`src/rtl/ebalu_pkg.sv`:
```
package ebalu_pkg;

    localparam logic [4:0] OP_ADD    = 5'd0;
    localparam logic [4:0] OP_ADC    = 5'd1;
    localparam logic [4:0] OP_SUB    = 5'd2;
    localparam logic [4:0] OP_SBC    = 5'd3;
    localparam logic [4:0] OP_AND    = 5'd4;
    localparam logic [4:0] OP_XOR    = 5'd5;
    localparam logic [4:0] OP_OR     = 5'd6;
    localparam logic [4:0] OP_CP     = 5'd7;
    localparam logic [4:0] OP_INC    = 5'd8;
    localparam logic [4:0] OP_DEC    = 5'd9;
    localparam logic [4:0] OP_DAA    = 5'd10;
    localparam logic [4:0] OP_CPL    = 5'd11;
    localparam logic [4:0] OP_SCF    = 5'd12;
    localparam logic [4:0] OP_CCF    = 5'd13;
    localparam logic [4:0] OP_RLCA   = 5'd14;
    localparam logic [4:0] OP_RRCA   = 5'd15;
    localparam logic [4:0] OP_RLA    = 5'd16;
    localparam logic [4:0] OP_RRA    = 5'd17;
    localparam logic [4:0] OP_RLC    = 5'd18;
    localparam logic [4:0] OP_RRC    = 5'd19;
    localparam logic [4:0] OP_RL     = 5'd20;
    localparam logic [4:0] OP_RR     = 5'd21;
    localparam logic [4:0] OP_SLA    = 5'd22;
    localparam logic [4:0] OP_SRA    = 5'd23;
    localparam logic [4:0] OP_SRL    = 5'd24;
    localparam logic [4:0] OP_SWAP   = 5'd25;
    localparam logic [4:0] OP_BIT    = 5'd26;
    localparam logic [4:0] OP_RES    = 5'd27;
    localparam logic [4:0] OP_SET    = 5'd28;
    localparam logic [4:0] OP_ADD16  = 5'd29;
    localparam logic [4:0] OP_ADDSP  = 5'd30;
    localparam logic [4:0] OP_UNUSED = 5'd31;

    typedef struct packed {
        logic [4:0]  req_type;
        logic [15:0] operand_a;
        logic [15:0] operand_b;
        logic [2:0]  bit_number;
        logic        zero_flag_in;
        logic        subtract_flag_in;
        logic        half_carry_flag_in;
        logic        carry_flag_in;
    } t_req;

    typedef struct packed {
        logic [15:0] result_value;
        logic        write_back;
        logic        zero_flag_out;
        logic        subtract_flag_out;
        logic        half_carry_flag_out;
        logic        carry_flag_out;
    } t_rsp;

endpackage

```
`src/rtl/ebalu_req_if.sv`:
```
interface ebalu_req_if;
    logic        valid;
    logic        ready;
    logic [4:0]  req_type;
    logic [15:0] operand_a;
    logic [15:0] operand_b;
    logic [2:0]  bit_number;
    logic        zero_flag_in;
    logic        subtract_flag_in;
    logic        half_carry_flag_in;
    logic        carry_flag_in;

    modport source (
        output valid, req_type, operand_a, operand_b, bit_number,
        output zero_flag_in, subtract_flag_in, half_carry_flag_in, carry_flag_in,
        input  ready
    );

    modport sink (
        input  valid, req_type, operand_a, operand_b, bit_number,
        input  zero_flag_in, subtract_flag_in, half_carry_flag_in, carry_flag_in,
        output ready
    );
endinterface

```
`src/rtl/ebalu_rsp_if.sv`:
```
interface ebalu_rsp_if;
    logic        valid;
    logic        ready;
    logic [15:0] result_value;
    logic        write_back;
    logic        zero_flag_out;
    logic        subtract_flag_out;
    logic        half_carry_flag_out;
    logic        carry_flag_out;

    modport source (
        output valid, result_value, write_back,
        output zero_flag_out, subtract_flag_out, half_carry_flag_out, carry_flag_out,
        input  ready
    );

    modport sink (
        input  valid, result_value, write_back,
        input  zero_flag_out, subtract_flag_out, half_carry_flag_out, carry_flag_out,
        output ready
    );
endinterface

```
`src/rtl/ebalu_in_stage.sv`:
```
module ebalu_in_stage (
    input  logic            i_clk,
    input  logic            i_rst_n,
    input  logic            i_valid,
    output logic            o_ready,
    input  ebalu_pkg::t_req i_req,
    output logic            o_valid,
    input  logic            i_ready,
    output ebalu_pkg::t_req o_req
);
    import ebalu_pkg::*;

    logic r_vld;
    t_req r_req;

    assign o_ready = !r_vld || i_ready;
    assign o_valid = r_vld;
    assign o_req   = r_req;

    always_ff @(posedge i_clk) begin
        if (!i_rst_n) begin
            r_vld <= 1'b0;
        end else if (o_ready) begin
            r_vld <= i_valid;
        end
    end

    always_ff @(posedge i_clk) begin
        if (o_ready && i_valid) begin
            r_req <= i_req;
        end
    end
endmodule

```
`src/rtl/ebalu_core.sv`:
```
module ebalu_core (
    input  ebalu_pkg::t_req i_req,
    output ebalu_pkg::t_rsp o_rsp
);
    import ebalu_pkg::*;

    localparam logic [3:0] DAA_NIB_MAX = 4'hF - 4'd6;
    localparam logic [4:0] DAA_HI_MAX  = 5'd9;
    localparam logic [8:0] DAA_LO_ADJ  = 9'h006;
    localparam logic [8:0] DAA_HI_ADJ  = 9'h060;
    localparam logic [7:0] DAS_LO_ADJ  = 8'hFA;
    localparam logic [7:0] DAS_HI_ADJ  = 8'hA0;

    logic [4:0]  op;
    logic [15:0] wa;
    logic [15:0] wb;
    logic [7:0]  a;
    logic [7:0]  b;
    logic        cin;
    logic [8:0]  add9;
    logic [4:0]  addh5;
    logic [8:0]  sub9;
    logic [4:0]  subh5;
    logic [8:0]  daa_lo;
    logic        daa_hit;
    logic [8:0]  daa_sum;
    logic [7:0]  das_sum;
    logic [16:0] sum17;
    logic [12:0] sum13;
    logic [4:0]  sph5;
    logic [8:0]  spc9;
    logic [15:0] sp16;
    logic [7:0]  mask;

    logic [7:0]  r8;
    logic [15:0] r16;
    logic        wide;
    logic        wr;
    logic        set_z;
    logic        z;
    logic        n;
    logic        h;
    logic        c;

    assign op = i_req.req_type;
    assign wa = i_req.operand_a;
    assign wb = i_req.operand_b;
    assign a  = wa[7:0];
    assign b  = wb[7:0];

    assign cin   = ((op == OP_ADC) || (op == OP_SBC)) ? i_req.carry_flag_in : 1'b0;
    assign add9  = {1'b0, a} + {1'b0, b} + {8'h00, cin};
    assign addh5 = {1'b0, a[3:0]} + {1'b0, b[3:0]} + {4'h0, cin};
    assign sub9  = {1'b0, a} - {1'b0, b} - {8'h00, cin};
    assign subh5 = {1'b0, a[3:0]} - {1'b0, b[3:0]} - {4'h0, cin};

    assign daa_lo  = {1'b0, a} +
                     (((a[3:0] > DAA_NIB_MAX) || i_req.half_carry_flag_in) ? DAA_LO_ADJ : 9'h000);
    assign daa_hit = (daa_lo[8:4] > DAA_HI_MAX) || i_req.carry_flag_in;
    assign daa_sum = daa_lo + (daa_hit ? DAA_HI_ADJ : 9'h000);
    assign das_sum = a + (i_req.half_carry_flag_in ? DAS_LO_ADJ : 8'h00)
                       + (i_req.carry_flag_in ? DAS_HI_ADJ : 8'h00);

    assign sum17 = {1'b0, wa} + {1'b0, wb};
    assign sum13 = {1'b0, wa[11:0]} + {1'b0, wb[11:0]};
    assign sph5  = {1'b0, wa[3:0]} + {1'b0, b[3:0]};
    assign spc9  = {1'b0, wa[7:0]} + {1'b0, b};
    assign sp16  = wa + {{8{b[7]}}, b};

    assign mask = 8'h01 << i_req.bit_number;

    always_comb begin
        r8    = a;
        r16   = 16'h0000;
        wide  = 1'b0;
        wr    = 1'b1;
        set_z = 1'b1;
        z     = i_req.zero_flag_in;
        n     = i_req.subtract_flag_in;
        h     = i_req.half_carry_flag_in;
        c     = i_req.carry_flag_in;
        unique case (op)
            OP_ADD, OP_ADC: begin
                r8 = add9[7:0];
                h  = addh5[4];
                c  = add9[8];
                n  = 1'b0;
            end
            OP_SUB, OP_SBC: begin
                r8 = sub9[7:0];
                h  = subh5[4];
                c  = sub9[8];
                n  = 1'b1;
            end
            OP_CP: begin
                z     = (sub9[7:0] == 8'h00);
                h     = subh5[4];
                c     = sub9[8];
                n     = 1'b1;
                wr    = 1'b0;
                set_z = 1'b0;
            end
            OP_AND: begin
                r8 = a & b;
                n  = 1'b0;
                h  = 1'b1;
                c  = 1'b0;
            end
            OP_XOR: begin
                r8 = a ^ b;
                n  = 1'b0;
                h  = 1'b0;
                c  = 1'b0;
            end
            OP_OR: begin
                r8 = a | b;
                n  = 1'b0;
                h  = 1'b0;
                c  = 1'b0;
            end
            OP_INC: begin
                r8 = a + 8'h01;
                h  = (a[3:0] == 4'hF);
                n  = 1'b0;
            end
            OP_DEC: begin
                r8 = a - 8'h01;
                h  = (a[3:0] == 4'h0);
                n  = 1'b1;
            end
            OP_DAA: begin
                if (i_req.subtract_flag_in) begin
                    r8 = das_sum;
                end else begin
                    r8 = daa_sum[7:0];
                    c  = daa_hit;
                end
                h = 1'b0;
            end
            OP_CPL: begin
                r8    = ~a;
                h     = 1'b1;
                n     = 1'b1;
                set_z = 1'b0;
            end
            OP_SCF: begin
                c     = 1'b1;
                h     = 1'b0;
                n     = 1'b0;
                set_z = 1'b0;
            end
            OP_CCF: begin
                c     = ~i_req.carry_flag_in;
                h     = 1'b0;
                n     = 1'b0;
                set_z = 1'b0;
            end
            OP_RLCA, OP_RLC: begin
                r8 = {a[6:0], a[7]};
                c  = a[7];
            end
            OP_RRCA, OP_RRC: begin
                r8 = {a[0], a[7:1]};
                c  = a[0];
            end
            OP_RLA, OP_RL: begin
                r8 = {a[6:0], i_req.carry_flag_in};
                c  = a[7];
            end
            OP_RRA, OP_RR: begin
                r8 = {i_req.carry_flag_in, a[7:1]};
                c  = a[0];
            end
            OP_SLA: begin
                r8 = {a[6:0], 1'b0};
                c  = a[7];
            end
            OP_SRA: begin
                r8 = {a[7], a[7:1]};
                c  = a[0];
            end
            OP_SRL: begin
                r8 = {1'b0, a[7:1]};
                c  = a[0];
            end
            OP_SWAP: begin
                r8 = {a[3:0], a[7:4]};
                c  = 1'b0;
            end
            OP_BIT: begin
                z     = ((a & mask) == 8'h00);
                n     = 1'b0;
                h     = 1'b1;
                wr    = 1'b0;
                set_z = 1'b0;
            end
            OP_RES: begin
                r8    = a & ~mask;
                set_z = 1'b0;
            end
            OP_SET: begin
                r8    = a | mask;
                set_z = 1'b0;
            end
            OP_ADD16: begin
                wide  = 1'b1;
                r16   = sum17[15:0];
                h     = sum13[12];
                c     = sum17[16];
                n     = 1'b0;
                set_z = 1'b0;
            end
            OP_ADDSP: begin
                wide  = 1'b1;
                r16   = sp16;
                h     = sph5[4];
                c     = spc9[8];
                z     = 1'b0;
                n     = 1'b0;
                set_z = 1'b0;
            end
            default: begin
                r8    = 8'h00;
                wr    = 1'b0;
                set_z = 1'b0;
            end
        endcase
        if (set_z) begin
            z = (r8 == 8'h00);
        end
        if ((op == OP_RLCA) || (op == OP_RRCA) || (op == OP_RLA) || (op == OP_RRA)) begin
            z = 1'b0;
        end
        if ((op >= OP_RLCA) && (op <= OP_SWAP)) begin
            n = 1'b0;
            h = 1'b0;
        end
    end

    assign o_rsp.result_value        = wide ? r16 : {8'h00, r8};
    assign o_rsp.write_back          = wr;
    assign o_rsp.zero_flag_out       = z;
    assign o_rsp.subtract_flag_out   = n;
    assign o_rsp.half_carry_flag_out = h;
    assign o_rsp.carry_flag_out      = c;
endmodule

```
`src/rtl/ebalu_out_stage.sv`:
```
module ebalu_out_stage (
    input  logic            i_clk,
    input  logic            i_rst_n,
    input  logic            i_valid,
    output logic            o_ready,
    input  ebalu_pkg::t_rsp i_rsp,
    output logic            o_valid,
    input  logic            i_ready,
    output ebalu_pkg::t_rsp o_rsp
);
    import ebalu_pkg::*;

    logic r_vld;
    t_rsp r_rsp;

    assign o_ready = !r_vld || i_ready;
    assign o_valid = r_vld;
    assign o_rsp   = r_rsp;

    always_ff @(posedge i_clk) begin
        if (!i_rst_n) begin
            r_vld <= 1'b0;
        end else if (o_ready) begin
            r_vld <= i_valid;
        end
    end

    always_ff @(posedge i_clk) begin
        if (o_ready && i_valid) begin
            r_rsp <= i_rsp;
        end
    end
endmodule

```
`src/rtl/eight_bit_alu_with_flags.sv`:
```
// Eight-bit ALU with Z, N, H and C flags. Every request carries an operation code,
// two operands, a bit index and the current flags, and gives exactly one response
// with the result, a write-back enable and the new flags. A request is taken every
// cycle unless the response side stalls; it passes the request register and then the
// result register, between which all of the arithmetic is done in one pass. Ready
// on the request side follows ready on the response side through both registers,
// so a stalled sink holds at most two requests in flight.
module eight_bit_alu_with_flags (
    input  logic        i_clk,
    input  logic        i_rst_n,
    ebalu_req_if.sink   i_req,
    ebalu_rsp_if.source o_rsp
);
    import ebalu_pkg::*;

    t_req w_req_in;
    t_req w_req;
    t_rsp w_rsp;
    t_rsp w_rsp_out;
    logic w_req_vld;
    logic w_core_rdy;
    logic w_out_vld;

    assign w_req_in.req_type           = i_req.req_type;
    assign w_req_in.operand_a          = i_req.operand_a;
    assign w_req_in.operand_b          = i_req.operand_b;
    assign w_req_in.bit_number         = i_req.bit_number;
    assign w_req_in.zero_flag_in       = i_req.zero_flag_in;
    assign w_req_in.subtract_flag_in   = i_req.subtract_flag_in;
    assign w_req_in.half_carry_flag_in = i_req.half_carry_flag_in;
    assign w_req_in.carry_flag_in      = i_req.carry_flag_in;

    ebalu_in_stage u_in (
        .i_clk   (i_clk),
        .i_rst_n (i_rst_n),
        .i_valid (i_req.valid),
        .o_ready (i_req.ready),
        .i_req   (w_req_in),
        .o_valid (w_req_vld),
        .i_ready (w_core_rdy),
        .o_req   (w_req)
    );

    ebalu_core u_core (
        .i_req (w_req),
        .o_rsp (w_rsp)
    );

    ebalu_out_stage u_out (
        .i_clk   (i_clk),
        .i_rst_n (i_rst_n),
        .i_valid (w_req_vld),
        .o_ready (w_core_rdy),
        .i_rsp   (w_rsp),
        .o_valid (w_out_vld),
        .i_ready (o_rsp.ready),
        .o_rsp   (w_rsp_out)
    );

    assign o_rsp.valid               = w_out_vld;
    assign o_rsp.result_value        = w_rsp_out.result_value;
    assign o_rsp.write_back          = w_rsp_out.write_back;
    assign o_rsp.zero_flag_out       = w_rsp_out.zero_flag_out;
    assign o_rsp.subtract_flag_out   = w_rsp_out.subtract_flag_out;
    assign o_rsp.half_carry_flag_out = w_rsp_out.half_carry_flag_out;
    assign o_rsp.carry_flag_out      = w_rsp_out.carry_flag_out;

    a_rst_clears: assert property (@(posedge i_clk) !i_rst_n |=> !o_rsp.valid)
        else $error("response valid after reset");

    a_req_moves: assert property (@(posedge i_clk) disable iff (!i_rst_n)
        (w_req_vld && w_core_rdy) |=> o_rsp.valid)
        else $error("request lost between stages");

    a_narrow_result: assert property (@(posedge i_clk) disable iff (!i_rst_n)
        w_req_vld |-> ((w_rsp.result_value[15:8] == 8'h00) ||
                       (w_req.req_type == OP_ADD16) || (w_req.req_type == OP_ADDSP)))
        else $error("high result byte set on byte operation");

    a_no_write: assert property (@(posedge i_clk) disable iff (!i_rst_n)
        (w_req_vld && !w_rsp.write_back) |->
            ((w_req.req_type == OP_CP) || (w_req.req_type == OP_BIT) ||
             (w_req.req_type == OP_UNUSED)))
        else $error("write-back dropped on writing operation");

    a_acc_rot_z: assert property (@(posedge i_clk) disable iff (!i_rst_n)
        (w_req_vld && ((w_req.req_type == OP_RLCA) || (w_req.req_type == OP_RRCA) ||
                       (w_req.req_type == OP_RLA) || (w_req.req_type == OP_RRA)))
            |-> !w_rsp.zero_flag_out)
        else $error("accumulator rotate left Z set");
endmodule
```
`src/flat_wrapper.sv`:
```
// flat-port wrapper written by rule: the top's interface ports become plain ports
module eight_bit_alu_with_flags_flat import ebalu_pkg::*;
  (i_clk, i_rst_n, i_req_valid, i_req_req_type, i_req_operand_a, i_req_operand_b, i_req_bit_number, i_req_zero_flag_in, i_req_subtract_flag_in, i_req_half_carry_flag_in, i_req_carry_flag_in, i_req_ready, o_rsp_valid, o_rsp_result_value, o_rsp_write_back, o_rsp_zero_flag_out, o_rsp_subtract_flag_out, o_rsp_half_carry_flag_out, o_rsp_carry_flag_out, o_rsp_ready);
  ebalu_req_if i_req_i ();
  ebalu_rsp_if o_rsp_i ();
  input  logic i_clk;
  input  logic i_rst_n;
  input wire logic [$bits(i_req_i.valid)-1:0] i_req_valid;
  input wire logic [$bits(i_req_i.req_type)-1:0] i_req_req_type;
  input wire logic [$bits(i_req_i.operand_a)-1:0] i_req_operand_a;
  input wire logic [$bits(i_req_i.operand_b)-1:0] i_req_operand_b;
  input wire logic [$bits(i_req_i.bit_number)-1:0] i_req_bit_number;
  input wire logic [$bits(i_req_i.zero_flag_in)-1:0] i_req_zero_flag_in;
  input wire logic [$bits(i_req_i.subtract_flag_in)-1:0] i_req_subtract_flag_in;
  input wire logic [$bits(i_req_i.half_carry_flag_in)-1:0] i_req_half_carry_flag_in;
  input wire logic [$bits(i_req_i.carry_flag_in)-1:0] i_req_carry_flag_in;
  output wire logic [$bits(i_req_i.ready)-1:0] i_req_ready;
  output wire logic [$bits(o_rsp_i.valid)-1:0] o_rsp_valid;
  output wire logic [$bits(o_rsp_i.result_value)-1:0] o_rsp_result_value;
  output wire logic [$bits(o_rsp_i.write_back)-1:0] o_rsp_write_back;
  output wire logic [$bits(o_rsp_i.zero_flag_out)-1:0] o_rsp_zero_flag_out;
  output wire logic [$bits(o_rsp_i.subtract_flag_out)-1:0] o_rsp_subtract_flag_out;
  output wire logic [$bits(o_rsp_i.half_carry_flag_out)-1:0] o_rsp_half_carry_flag_out;
  output wire logic [$bits(o_rsp_i.carry_flag_out)-1:0] o_rsp_carry_flag_out;
  input wire logic [$bits(o_rsp_i.ready)-1:0] o_rsp_ready;
  assign i_req_i.valid = i_req_valid;
  assign i_req_i.req_type = i_req_req_type;
  assign i_req_i.operand_a = i_req_operand_a;
  assign i_req_i.operand_b = i_req_operand_b;
  assign i_req_i.bit_number = i_req_bit_number;
  assign i_req_i.zero_flag_in = i_req_zero_flag_in;
  assign i_req_i.subtract_flag_in = i_req_subtract_flag_in;
  assign i_req_i.half_carry_flag_in = i_req_half_carry_flag_in;
  assign i_req_i.carry_flag_in = i_req_carry_flag_in;
  assign i_req_ready = i_req_i.ready;
  assign o_rsp_valid = o_rsp_i.valid;
  assign o_rsp_result_value = o_rsp_i.result_value;
  assign o_rsp_write_back = o_rsp_i.write_back;
  assign o_rsp_zero_flag_out = o_rsp_i.zero_flag_out;
  assign o_rsp_subtract_flag_out = o_rsp_i.subtract_flag_out;
  assign o_rsp_half_carry_flag_out = o_rsp_i.half_carry_flag_out;
  assign o_rsp_carry_flag_out = o_rsp_i.carry_flag_out;
  assign o_rsp_i.ready = o_rsp_ready;
  eight_bit_alu_with_flags u_core (.i_clk(i_clk), .i_rst_n(i_rst_n), .i_req(i_req_i), .o_rsp(o_rsp_i));
endmodule
```
`config.mk`:
```
export PLATFORM = sky130hd
export DESIGN_NAME = eight_bit_alu_with_flags_flat
export DESIGN_NICKNAME = d
export VERILOG_FILES = /design/src/rtl/ebalu_pkg.sv /design/src/rtl/ebalu_req_if.sv /design/src/rtl/ebalu_rsp_if.sv /design/src/rtl/ebalu_in_stage.sv /design/src/rtl/ebalu_core.sv /design/src/rtl/ebalu_out_stage.sv /design/src/rtl/eight_bit_alu_with_flags.sv /design/src/flat_wrapper.sv
export SDC_FILE = /design/constraint.sdc
export NUM_CORES = 1
export LEC_CHECK = 0
export ABC_AREA = 1
export BUFFER_PORTS_ARGS = -buffer_cell sky130_fd_sc_hd__buf_2
export CORE_UTILIZATION = 25
export DETAILED_ROUTE_END_ITERATION = 16
export PLACE_DENSITY_LB_ADDON = 0.1
export SETUP_SLACK_MARGIN = 0.5
export SYNTH_ARGS = -nofsm -noshare
export SYNTH_HDL_FRONTEND = slang
export SYNTH_SLANG_ARGS = --single-unit
```
`constraint.sdc`:
```
create_clock -name i_clk -period 5 [get_ports i_clk]
set_clock_uncertainty 0.1 [all_clocks]
set_input_delay 0 -clock i_clk [delete_from_list [all_inputs] [get_ports i_clk]]
set_output_delay 0 -clock i_clk [all_outputs]
set_load 0.1 [all_outputs]
```
==> results of run 1 <==
cell type report:
type,instances,area [µm²]
clock buffer,9,225.2
clock inverter,7,80.08
fill,2849,17970
inverter,116,436.7
multi-input combinational,784,4274
sequential,67,1992
tap,335,419.2
timing repair buffer,135,958.4
power groups by stage:
| stage | sequential, mW | clock, mW | combinational, mW |
|---|---|---|---|
| after floorplan | 0.772 | 0 | 0.396 |
| after global placement | 0.707 | 0 | 0.680 |
| after detailed placement | 0.706 | 0 | 0.670 |
| after CTS | 0.694 | 0.731 | 0.702 |
| after global routing | 0.699 | 0.752 | 0.785 |
| final | 0.694 | 0.713 | 0.713 |
metrics by stage:
stage,power (mW),worst slack (ns),area (µm²),util (%)
2_1_floorplan,1.168,0.8384,6782,-
4_1_cts,2.127,0.6114,8351,31.69
3_5_place_dp,1.376,0.6488,7565,28.70
5_1_grt,2.236,0.5090,8386,31.82
6_report,2.120,0.7859,8386,31.82
3_3_place_gp,1.388,0.7422,7565,28.70
kinds of logic (layout without fill, tap and decap cells):
| family | after synthesis | after routing |
|---|---|---|
| AO/OA/AOI/OAI | 141 | 141 |
| XOR/XNOR | 14 | 14 |
| adder cells (fa/ha/maj) | 65 | 65 |
| buffers and inverters | 134 | 267 |
| flip-flops | 67 | 67 |
| AND/OR/NAND/NOR | 564 | 564 |
cell usage after synthesis (11+ instances only):
cell type	n
inv_1	109
nor3_1	20
o21ai_0	49
nand2_1	271
nor2_1	110
nand3_1	108
ha_1	58
nor2_2	11
nand4_1	20
a21oi_1	52
edfxtp_1	65
metal layers:
layer	vias up	track usage, %	wire [µm]
li1	3584	-	-
met4	0	6.200	512
met1	3385	29.19	13650
met3	31	2.400	1637
met2	290	29.83	11550
met5	-	0	0
path summary, 6_finish.rpt:
kind | start | end | slack [ns] | cells after the start
setup reg to reg | u_core.u_in.o_req[40] | u_core.u_out.o_rsp[3] | 0.79 | 24
hold / removal | o_rsp_ready | u_core.u_out.o_rsp[1] | 0.05 | 3
setup / recovery | u_core.u_in.o_req[40] | u_core.u_out.o_rsp[3] | 0.79 | 24
hold reg to reg | u_core.u_in.o_valid | u_core.u_out.o_rsp[1] | 0.57 | 2
sequential cells by signal, indices dropped and copies added, names as in the netlist:
| signal | flops |
|---|---|
| u_core.u_in.o_valid | 1 |
| u_core.u_out.o_valid | 1 |
| u_core.u_in.o_req | 44 |
| u_core.u_out.o_rsp | 21 |
critical path: stages (launching register included):
cell	delay, ns
edfxtp_1	0.50
inv_1	0.20
nand2_1	0.15
nor2_4	0.21
nand2_1	0.10
nand2_1	0.09
inv_1	0.04
nor2_1	0.20
inv_1	0.09
fa_1	0.42
fa_1	0.43
inv_1	0.08
nand2_1	0.06
nand2_1	0.07
nand2_1	0.10
or2_2	0.30
nand3_1	0.07
nand2_1	0.08
nor2_1	0.09
nand2_1	0.06
nor2_1	0.16
nand3_1	0.08
nor2_1	0.11
nand4_1	0.11
a21oi_1	0.14
repair_timing:
item	in CTS	in global routing
gates resized for setup	0	4
hold endpoints to repair	46	0
hold buffers	48	0
setup endpoints to repair	0	2
buffers inserted	0	3
==> flow_summary.ini, run 1 <==
[timing]
min_period_ns = 4.214
slew_viol_final = 0
tns_ns = 0
relSlewSlack_pct = 29.06
rsz0062_at_grt = no
finalCritPeriodShare_pct = 84.28
hold_slack_ns = 0.05205
fmax_mhz = 237.3
finalHoldViolCount = 0
tightestPinTransition_ns = 1.063
setup_viol = 0

[final_layout]
antennaDiodeCount = 0
final_cell_mix = 271 x nand2_1, 109 x nor2_1, 108 x inv_1, 108 x nand3_1, 70 x buf_2
syn_to_final_growth_pct = 23.65
drive_gt1_share_pct = 12.61
final_common_cell = nand2_1
fin_nets = 1226
fin_cells = 1453

[synth]
synth_top_family_by_area = simple AND/OR/NAND/NOR gates
yosysWarningCount = 0
synth_top_cell_area_share_pct = 28.78
synthCells = 985
synth_top_cell_by_area = edfxtp_1
syn_area_per_cell_um2 = 6.885
synth-edff-count = 65
synth_seq_cells = 67
syn_area_um2 = 6782
synth_mux_area_share_pct = 0
ys.flop_type = edfxtp_1
ys_types = 50
ys_seq_area_share_pct = 29.37
async_reset_ff_share_pct = 0
ys_top_cells_by_area = edfxtp_1 29%, nand2_1 15%, ha_1 11%
synthXorXnorAreaFrac_pct = 1.808
yosys.area_share.simple_pct = 36.25
synth_compound_area_share_pct = 11.96
synth_fp_nets = 1098
synthAdderAreaFrac_pct = 12.77

[floorplanning]
rows = 59
dieArea_um2 = 27790
die_x_um = 166.7
start_util_pct = 25.73
core_um2 = 26350
dieHeight_um = 166.7
io_pins = 71

[setup_path]
end_kind = register
cp_max_fo = 7
worstPathArrival_ns = 4.32
worstPathRequired_ns = 5.10
worstSetupPathType = reg -> reg
cp-start-kind = register

[pwr]
p_seq_share_pct = 32.8
switching_share_pct = 39.66
switching_power_mw = 0.8409
p_leak_nw = 4.020
power.density_nw_per_um2 = 252.9
combPwrFrac_pct = 33.6
pwr-share-clk_pct = 33.6
irDropWorstVdd_v = 0.0001208
internal_power_mw = 1.280

[place]
dp_hpwl_um = 21350
io_buffers = 70
place_inst = 1386
gp_congestion = 0.9129

[clocking]
cts-root-buf = clkbuf_16
cts_buffer_depth = 2
cts_tree = done
clock_latency_ns = 0.36
cts_max_level = 3
clk_pin_slew_worst_paths_ns = 0.08
cts_buffers = 9
cts.sinks = 67

[routing]
drtPass1Iterations = 5
drt-initial-drc-count = 696
vias = 7290
drc = 0
wl_per_cell_um = 18.82
via_per_inst = 5.017
wl_um = 27350
ant_nets = 0

[worst_hold_path]
hp-class = in -> reg

[global_route]
grt_pass1_wl_um = 41210
grt_pass1_vias = 6842
grt_max_degree = 45
grt_use_total_pct = 19.82
antenna_found_initial = 0
globalRouteOverflowTotal = 0

[status]
status = finished, final reports clean

[flow_run]
maxCapViolations = 0
Note: power is estimated with default switching activity, not from simulation.
==> run 2, diff against run 1 <==
- clock period: 5 -> 3.94 ns (I/O delays scaled with it)
==> run 2 against run 1 <==
Effect of this change:
- clock power grew 34%
- critical path depth unchanged
- sequential cell count unchanged
==> flow_summary.ini, run 2 (synthesis results as in run 1) <==
[global_route]
antenna_found_initial = 1
grt_max_degree = 45
grt_pass1_vias = 6908
grt_use_total_pct = 19.52
globalRouteOverflowTotal = 0
grt_pass1_wl_um = 40860

[floorplanning]
dieArea_um2 = 27790
core_um2 = 26350
io_pins = 71
dieHeight_um = 166.7
start_util_pct = 25.73
die_x_um = 166.7
rows = 59

[clocking]
cts_buffers = 9
cts_buffer_depth = 2
cts_max_level = 3
clock_latency_ns = 0.36
clk_pin_slew_worst_paths_ns = 0.07
cts_tree = done
cts-root-buf = clkbuf_16
cts.sinks = 67

[setup_path]
worstPathRequired_ns = 4.04
worstSetupPathType = reg -> reg
cp_max_fo = 3
slowest_delay_ns = 0.41
worstPathArrival_ns = 3.84
crit_path_top_delay_cell = fa_1
end_kind = register
crit_top_cell = nand2_1
worstPathCellList = nor2_4 > nor2_1 > nor2_1 > buf_4 > buf_6 > buf_6 > fa_2 > nor2_4 > nand2_1 > nand2_1 > nand2_1 > o21bai_4 > o311ai_4 > ha_4 > fa_1 > nor2_2 > nor2_1 > o21ai_1 > nand2_1 > nor3_2 > nand2_1 > nor2_2 > nand4_1 > a21oi_1
cp-start-kind = register

[final_layout]
largest_reg_flops = 44
fill_cells = 2839
fin_nets = 1265
drive_gt1_share_pct = 20.92
multiInputGateArea_um2 = 4559
seqCellArea_um2 = 1992
antennaDiodeCount = 0
design_area_um2 = 9015
final_cell_mix = 258 x nand2_1, 102 x inv_1, 102 x nand3_1
post-route-util_pct = 34.21
syn_to_final_growth_pct = 32.93
final_common_cell = nand2_1

[timing]
worst_slack_ns = 0.2021
min_period_ns = 3.738
setup_viol = 0
fmax_mhz = 267.5
rsz0062_at_grt = yes
relSlewSlack_pct = 34.08
tightestPinTransition_ns = 0.9873
slew_viol_final = 0
finalHoldViolCount = 0
finalCritPeriodShare_pct = 94.87

[routing]
wl_um = 26960
vias = 7330
wl_per_cell_um = 18.07
via_per_inst = 4.913
drc = 0
drt-initial-drc-count = 556
drtPass1Iterations = 6
ant_nets = 0

[status]
status = finished, final reports clean

[pwr]
power.density_nw_per_um2 = 315.6
total_power_mw = 2.845
irDropWorstVdd_v = 0.0001988
p_leak_nw = 4.258

[place]
dp_hpwl_um = 21440
io_buffers = 70
dp_slack_ns = 0.01135
gp_congestion = 0.9611
placed_area_um2 = 7762

[flow_run]
maxCapViolations = 0

[worst_hold_path]
hp-class = in -> reg
[run 2: cell count changes in the layout (fill, tap and decap cells not counted), sizes merged]
| cell | delta |
|---|---|
| clkinv | -1 |
| clkinvlp | +1 |
| dlygate4sd3 | -1 |
| buf | +40 |
| bufinv | +1 |
| inv | -1 |
[run 2: power by group]
group	switching [mW]	internal (mW)	leakage [nW]	total [mW]
Clock	0.384	0.569	0.160	0.953
Combinational	0.665	0.351	3.45	1.02
Sequential	0.0385	0.838	0.652	0.876
Total	1.09	1.76	4.26	2.84
[run 2: timing repair]
action | CTS | global route
endpoints found under the setup margin | 6 | 12
hold buffers | 47 | 0
resized for setup | 13 | 72
pin swaps | 11 | 33
endpoints found under the hold margin | 46 | 0
buffers inserted | 7 | 14
[run 2: area by class of cell]
cell class                 instances  share of cell area, %
tap                              335                  4.650
inverter                         116                  4.885
timing repair buffer             174                  14.10
multi-input combinational        784                  50.58
clock buffer                       9                  2.498
sequential                        67                  22.10
clock inverter                     7                  1.194
[run 2: worst max-delay path: cells and delay by family (launching register included)]
family                   cells  cell delay, ns
AO/OA/AOI/OAI                4            0.50
adder cells (fa/ha/maj)      3            0.96
flip-flops                   1            0.39
AND/OR/NAND/NOR             14            1.28
buffers and inverters        3            0.33
[run 2: through the flow]
step | std cells | setup TNS, ns | hold WS [ns]
after global placement | 1408 | 0 | 0.07608
after global routing | 1492 | -0.04517 | 0.2515
after detailed placement | 1408 | 0 | 0.07808
final | 1492 | 0 | 0.2482
after CTS | 1478 | 0 | 0.2345
after floorplan | 985 | 0 | -0.001131
[run 2: per-layer routing]
layer | global-route usage [%] | share of wire [%]
met1 | 28.85 | 50
met2 | 28.70 | 41
met3 | 3.279 | 6.4
met4 | 5.757 | 2.3
met5 | 0 | 0
[run 2: path summary, 6_finish.rpt]
| kind | startpoint | to | slack, ns | cells after the start |
|---|---|---|---|---|
| setup / recovery | u_core.u_in.o_req[25] | u_core.u_out.o_rsp[3] | 0.20 | 24 |
| hold reg to reg | u_core.u_in.o_valid | u_core.u_out.o_valid | 0.39 | 2 |
| setup reg to reg | u_core.u_in.o_req[25] | u_core.u_out.o_rsp[3] | 0.20 | 24 |
| hold / removal | i_req_operand_b[15] | u_core.u_in.o_req[22] | 0.25 | 2 |
